`config.mk`:
```
export PLATFORM = sky130hd
export DESIGN_NAME = sorted_list_engine
export DESIGN_NICKNAME = d
export VERILOG_FILES = /design/src/rtl/sle_pkg.sv /design/src/rtl/sorted_list_engine.sv /design/src/rtl/sle_cell.sv
export SDC_FILE = /design/constraint.sdc
export NUM_CORES = 2
export LEC_CHECK = 0
export BUFFER_PORTS_ARGS = -buffer_cell sky130_fd_sc_hd__buf_4
export CAP_MARGIN = 15
export CORE_ASPECT_RATIO = 1.4
export CORE_MARGIN = 2
export CORE_UTILIZATION = 45
export DETAILED_ROUTE_END_ITERATION = 16
export PLACE_DENSITY_LB_ADDON = 0.05
export SLEW_MARGIN = 15
export SYNTH_ARGS = -nofsm -noshare
export SYNTH_HDL_FRONTEND = slang
export SYNTH_SLANG_ARGS = --single-unit
```
`constraint.sdc`:
```
create_clock -name clk -period 9.05 [get_ports clk]
set_input_delay 1.81 -clock clk [delete_from_list [all_inputs] [get_ports clk]]
set_output_delay 1.81 -clock clk [all_outputs]
set_load 0.01 [all_outputs]
```
`src/rtl/sle_pkg.sv`:
```
// Shared types, codes and constants for the sorted list engine.
`timescale 1ns / 1ps
package sle_pkg;

	localparam int DEPTH_DEF = 16;
	localparam int GRP_W     = 32;
	localparam int VAL_W     = 32;

	localparam logic CMD_INSERT = 1'b0;
	localparam logic CMD_DELETE = 1'b1;

	localparam logic [1:0] ST_DONE      = 2'd0;
	localparam logic [1:0] ST_NOT_FOUND = 2'd1;
	localparam logic [1:0] ST_FULL      = 2'd2;

	typedef enum logic [3:0] {
		S_IDLE = 4'b0001,
		S_CMP  = 4'b0010,
		S_UPD  = 4'b0100,
		S_RESP = 4'b1000
	} state_t;

	// Broadcast to every cell: apply strobes and the command value.
	typedef struct packed {
		logic                    ins;
		logic                    del;
		logic signed [VAL_W-1:0] value;
	} bcast_t;

endpackage

```
`src/rtl/sorted_list_engine.sv`:
```
// Top level: command sequencer, hit reduction and a chain of sorted cells.
// A result passes hit reduction, chain update and the result register after its
// item is accepted; the next item is accepted the cycle after the result register
// loads. The block takes no new item until the sequencer has been round its four
// states back to idle; a stalled result holds it in the result state.
// Reset (arst_n low) empties the store: all valid bits and the count clear.
`timescale 1ns / 1ps
module sorted_list_engine #(
	parameter int DEPTH = sle_pkg::DEPTH_DEF
) (
	input  logic                             clk,
	input  logic                             arst_n,
	input  logic                             in_valid,
	output logic                             in_ready,
	input  logic                             cmd,
	input  logic signed [sle_pkg::VAL_W-1:0] value,
	output logic                             out_valid,
	input  logic                             out_ready,
	output logic [1:0]                       status,
	output logic [4:0]                       count,
	output logic signed [sle_pkg::VAL_W-1:0] smallest
);
	import sle_pkg::*;

	localparam int CNT_W = $clog2(DEPTH + 1);
	localparam int NGRP  = (DEPTH + GRP_W - 1) / GRP_W;

	state_t                  state_q;
	logic                    cmd_q;
	logic signed [VAL_W-1:0] value_q;
	logic [CNT_W-1:0]        held_q;
	logic [1:0]              status_q;
	logic [NGRP-1:0]         grp_q;
	logic [NGRP-1:0]         grp_d;
	logic                    out_valid_q;
	logic [1:0]              out_status_q;
	logic [4:0]              out_count_q;
	logic signed [VAL_W-1:0] out_small_q;

	bcast_t                  bc;
	logic signed [VAL_W-1:0] vals [DEPTH];
	logic [DEPTH-1:0]        vlds;
	logic [DEPTH-1:0]        les;
	logic [DEPTH-1:0]        eqs;
	logic [NGRP*GRP_W-1:0]   eq_pad;
	logic                    found;
	logic                    full;
	logic                    out_free;
	logic [CNT_W+4:0]        held_wide;

	assign in_ready  = (state_q == S_IDLE);
	assign out_valid = out_valid_q;
	assign status    = out_status_q;
	assign count     = out_count_q;
	assign smallest  = out_small_q;

	assign found    = |grp_q;
	assign full     = (held_q == CNT_W'(DEPTH));
	assign out_free = !out_valid_q || out_ready;
	assign held_wide = {5'b00000, held_q};

	assign bc.value = value_q;
	assign bc.ins   = (state_q == S_UPD) && (cmd_q == CMD_INSERT) && !full;
	assign bc.del   = (state_q == S_UPD) && (cmd_q == CMD_DELETE) && found;

	genvar gi;
	generate
		for (gi = 0; gi < DEPTH; gi++) begin : g_cell
			logic signed [VAL_W-1:0] l_val;
			logic                    l_vld;
			logic                    l_le;
			logic signed [VAL_W-1:0] r_val;
			logic                    r_vld;
			if (gi == 0) begin : g_head
				assign l_val = value_q;
				assign l_vld = 1'b1;
				assign l_le  = 1'b1;
			end else begin : g_mid
				assign l_val = vals[gi-1];
				assign l_vld = vlds[gi-1];
				assign l_le  = les[gi-1];
			end
			if (gi == DEPTH - 1) begin : g_tail
				assign r_val = value_q;
				assign r_vld = 1'b0;
			end else begin : g_body
				assign r_val = vals[gi+1];
				assign r_vld = vlds[gi+1];
			end
			sle_cell u_cell (
				.clk       (clk),
				.arst_n    (arst_n),
				.bc        (bc),
				.left_val  (l_val),
				.left_vld  (l_vld),
				.left_le   (l_le),
				.right_val (r_val),
				.right_vld (r_vld),
				.val       (vals[gi]),
				.vld       (vlds[gi]),
				.le        (les[gi]),
				.eq        (eqs[gi])
			);
		end
	endgenerate

	always_comb begin
		eq_pad = '0;
		eq_pad[DEPTH-1:0] = eqs;
		for (int g = 0; g < NGRP; g++) begin
			grp_d[g] = |eq_pad[g*GRP_W +: GRP_W];
		end
	end

	always_ff @(posedge clk) begin
		if (state_q == S_IDLE && in_valid) begin
			cmd_q   <= cmd;
			value_q <= value;
		end
		if (state_q == S_CMP) begin
			grp_q <= grp_d;
		end
		if (state_q == S_UPD) begin
			if (cmd_q == CMD_INSERT) begin
				status_q <= full ? ST_FULL : ST_DONE;
			end else begin
				status_q <= found ? ST_DONE : ST_NOT_FOUND;
			end
		end
		if (state_q == S_RESP && out_free) begin
			out_status_q <= status_q;
			out_count_q  <= held_wide[4:0];
			out_small_q  <= vlds[0] ? vals[0] : '0;
		end
	end

	always_ff @(posedge clk or negedge arst_n) begin
		if (!arst_n) begin
			state_q     <= S_IDLE;
			held_q      <= '0;
			out_valid_q <= 1'b0;
		end else begin
			// load a new result, or drop the one just taken
			if (state_q == S_RESP && out_free) begin
				out_valid_q <= 1'b1;
			end else if (out_ready) begin
				out_valid_q <= 1'b0;
			end
			case (state_q)
				S_IDLE: begin
					if (in_valid) begin
						state_q <= S_CMP;
					end
				end
				S_CMP: begin
					state_q <= S_UPD;
				end
				S_UPD: begin
					if (bc.ins) begin
						held_q <= held_q + 1'b1;
					end else if (bc.del) begin
						held_q <= held_q - 1'b1;
					end
					state_q <= S_RESP;
				end
				S_RESP: begin
					// hold until the result register is free
					if (out_free) begin
						state_q <= S_IDLE;
					end
				end
				default: begin
					state_q <= S_IDLE;
				end
			endcase
		end
	end

`ifndef NO_ASSERTIONS
	a_held_bound: assert property (@(posedge clk) disable iff (!arst_n)
		held_q <= CNT_W'(DEPTH))
		else $error("held count exceeds depth");

	a_vld_count: assert property (@(posedge clk) disable iff (!arst_n)
		$countones(vlds) == int'(held_q))
		else $error("cell valid bits disagree with held count");

	a_del_nonempty: assert property (@(posedge clk) disable iff (!arst_n)
		bc.del |-> (held_q != '0))
		else $error("delete applied to an empty store");

	a_upd_resp: assert property (@(posedge clk) disable iff (!arst_n)
		(state_q == S_UPD) |=> (state_q == S_RESP))
		else $error("update not followed by result stage");
`endif

endmodule

```
`src/rtl/sle_cell.sv`:
```
// One storage cell of the sorted chain: holds a value and its valid bit.
`timescale 1ns / 1ps
module sle_cell (
	input  logic                               clk,
	input  logic                               arst_n,
	input  sle_pkg::bcast_t                    bc,
	input  logic signed [sle_pkg::VAL_W-1:0]   left_val,
	input  logic                               left_vld,
	input  logic                               left_le,
	input  logic signed [sle_pkg::VAL_W-1:0]   right_val,
	input  logic                               right_vld,
	output logic signed [sle_pkg::VAL_W-1:0]   val,
	output logic                               vld,
	output logic                               le,
	output logic                               eq
);
	import sle_pkg::*;

	logic signed [VAL_W-1:0] val_q;
	logic                    vld_q;
	logic                    ge;

	assign val = val_q;
	assign vld = vld_q;
	assign le  = vld_q && (val_q <= bc.value);
	assign ge  = vld_q && (val_q >= bc.value);
	assign eq  = vld_q && (val_q == bc.value);

	always_ff @(posedge clk or negedge arst_n) begin
		if (!arst_n) begin
			vld_q <= 1'b0;
		end else if (bc.ins) begin
			vld_q <= vld_q || left_vld;
		end else if (bc.del && ge) begin
			vld_q <= right_vld;
		end
	end

	always_ff @(posedge clk) begin
		if (bc.ins && !le) begin
			// first cell past the insert point takes the value, later ones shift right
			val_q <= left_le ? bc.value : left_val;
		end else if (bc.del && ge) begin
			val_q <= right_val;
		end
	end

endmodule

```
==> impl_metrics.env <==
export IMPL_critPathMaxStageDelay_ns=0.73
export IMPL_area_growth_pct=10.8
export IMPL_finalHoldViolations=0
export IMPL_fin_crit_sh_pct=62.3
export IMPL_drtIter0Drc=3032
export IMPL_final_util_pct=50.2
export IMPL_outcome="finished, final reports clean"
export IMPL_whs_ns=0.436
export IMPL_die_area_um2=97000
export IMPL_finalClockSkew_ns=0.0211
export IMPL_ys_seq_area_share_pct=43.0
export IMPL_cp_slowest_cell="edfxtp_1"
export IMPL_hp_class="reg2reg"
export IMPL_antenna_found_initial=5
export IMPL_routed_wl_um=155000
export IMPL_final_common_cell="edfxtp_1"
export IMPL_fin_area_um2=47100
export IMPL_leakage_nw=19.6
export IMPL_fin_cells=5393
export IMPL_power_density_nw_per_um2=190
export IMPL_crit_type="reg2reg"
export IMPL_tritoncts="built"
export IMPL_avgRoutedWirePerCell_um=28.8
export IMPL_critPathCaptureType="register"
export IMPL_cts_num_sinks=613
export IMPL_synth_avg_cell_area_um2=10.4
export IMPL_drtPass1Iterations=6
export IMPL_layout_common_cells="edfxtp_1 (587), a21oi_1 (575), ha_1 (515)"
export IMPL_grt_pass1_wl_um=228000
export IMPL_power_mw=8.95
export IMPL_rows=133
export IMPL_globalplace_congestion=0.914
export IMPL_crit_top_cell="buf_4"
export IMPL_drive_above_1_share_pct=12.9
export IMPL_dpl_hpwl_um=116000
export IMPL_path_cells="inv_1 > buf_4 > ha_1 > nand4_1 > nor4_1 > and2_1 > o31a_1 > o31a_2 > and2_2 > buf_4 > a21o_1 > buf_4"
export IMPL_synth_warnings=0
export IMPL_max_freq_mhz=177
export IMPL_slew_violations=0
export IMPL_synthFlopType="edfxtp_1"
export IMPL_r2r_setup_slack_ns=3.41
export IMPL_place_area_um2=44700
export IMPL_postRouteAntennaNets=0
export IMPL_pre_cts_ws_ns=3.46
export IMPL_syn_instance_count=4089
export IMPL_syn_cell_area_um2=42500
export IMPL_cp_buffers_inverters=4
export IMPL_core_um2=93900
export IMPL_cts_hold_buf=0
export IMPL_tns_ns=0
export IMPL_cts_max_level=3
export IMPL_cts_root_buf="clkbuf_16"
export IMPL_via_per_inst=6.23
export IMPL_crit_fanout=65
export IMPL_placedCellCount=5258
export IMPL_post_cts_resized=0
export IMPL_clk_latency_ns=0.67
export IMPL_fin_crit_ns=5.64
export IMPL_remaining_drc_errors=0
export IMPL_cts_buffer_depth=3
export IMPL_arrival_ns=5.96
export IMPL_grt_pass1_vias=33100
export IMPL_vias=33600
export IMPL_slew_headroom_pct=26.8
export IMPL_io_pins=78
export IMPL_die_y_um=368
export IMPL_path_clk_slew_ns=0.06
export IMPL_nets=4669
export IMPL_required_ns=9.37
export IMPL_grt_max_degree=82
export IMPL_async_flop_share_pct=4.24
export IMPL_startpoint_type="register"
export IMPL_cts_setup_buffers=0
export IMPL_dieWidth_um=264
export IMPL_rsz0062_at_grt="false"
export IMPL_synth_cell_type_count=80
export IMPL_setup_violations=0
export IMPL_synth_edf_count=587
export IMPL_port_buffers=77
export IMPL_grt_usage_pct=31.8
export IMPL_maxCapViolCount=0
export IMPL_numCtsBuffers=71
export IMPL_critPathTopFamily="buffers and inverters"
export IMPL_ir_drop_mv=0.112
export IMPL_ys_seq_elements=613
export IMPL_worstMarginPinSlew_ns=1.10
export IMPL_gr_total_overflow=0
export IMPL_initial_utilization_pct=45.3
export IMPL_syn_nets=4642
export IMPL_fin_ws_ns=3.41
metal layers:
metal | global-route usage [%] | vias to the layer above | routed length [um]
met5 | 0 | - | 0
li1 | - | 15600 | -
met1 | 38.2 | 16500 | 60600
met4 | 20.2 | 0 | 10300
met3 | 2.85 | 319 | 7790
met2 | 55.0 | 1181 | 76500
state kept, by name (all words and copies together) (netlist names):
name               cells
g_cell.u_cell.val    512
g_cell.l_val          32
smallest              32
g_cell.u_cell.vld     16
count                  5
held_q                 5
state_q                4
status                 2
status_q               2
cmd_q                  1
found                  1
out_valid              1
path summary, 6_finish.rpt:
kind | depth (start not counted) | endpoint | start
min | 0 | status[0] | status_q[0]
min in group asynchronous | 1 | state_q[3] | arst_n
max | 12 | g_cell[10].u_cell.val[4] | g_cell[0].l_val[23]
min reg2reg | 0 | status[0] | status_q[0]
max in group asynchronous | 1 | g_cell[10].u_cell.vld | arst_n
max reg2reg | 12 | g_cell[10].u_cell.val[4] | g_cell[0].l_val[23]
layout make-up:
| cell class | instances | area, um^2 |
|---|---|---|
| Multi-Input combinational cell | 3155 | 23100 |
| Clock buffer | 86 | 1940 |
| Tap cell | 1215 | 1520 |
| Sequential cell | 613 | 18300 |
| Fill cell | 8663 | 46700 |
| Timing Repair Buffer | 184 | 1380 |
| Clock inverter | 41 | 507 |
| Inverter | 91 | 342 |
| Antenna cell | 8 | 20.0 |
where the power goes:
| group | internal, mW | switching, mW | leakage (nW) |
|---|---|---|---|
| Combinational | 0.813 | 1.55 | 12.7 |
| Clock | 1.84 | 1.29 | 1.19 |
| Sequential | 3.28 | 0.179 | 5.65 |
| Total | 5.94 | 3.01 | 19.6 |
cells in the mapped netlist (7+ instances only):
cell | n | area [um^2]
a21boi_0 | 9 | 67.6
clkbuf_1 | 147 | 552
nor4_1 | 16 | 100
o21ai_1 | 35 | 175
o21a_1 | 14 | 105
o21ai_0 | 213 | 1070
nand3_1 | 32 | 160
a21o_1 | 47 | 353
a31oi_1 | 13 | 81.3
and2_1 | 42 | 263
and4_1 | 8 | 70.1
a211oi_1 | 20 | 150
nand2b_1 | 16 | 100
nor2b_1 | 28 | 175
a21oi_1 | 577 | 2890
buf_2 | 59 | 295
mux2_4 | 28 | 420
nor3_1 | 28 | 140
or4_1 | 7 | 52.6
o211ai_1 | 19 | 143
a221oi_1 | 10 | 87.6
nand4_1 | 111 | 694
ha_1 | 515 | 6440
o21bai_1 | 9 | 67.6
mux2i_1 | 293 | 2930
or3_1 | 36 | 225
nand2_1 | 359 | 1350
and3_1 | 7 | 43.8
nor2_1 | 337 | 1260
o31ai_1 | 39 | 293
a311o_1 | 31 | 310
edfxtp_1 | 587 | 17600
buf_1 | 17 | 63.8
dfrtp_1 | 25 | 626
inv_1 | 91 | 342
mux2_2 | 163 | 1840
logic make-up after synthesis:
| family | share of synthesized area, % |
|---|---|
| AO/OA/AOI/OAI | 15.1 |
| XOR/XNOR | 0.0824 |
| adder cells (fa/ha/maj) | 15.2 |
| buffers and inverters | 3.10 |
| flip-flops | 43.0 |
| multiplexers | 12.2 |
| AND/OR/NAND/NOR | 11.3 |
Power figures use the tool's default switching activity.
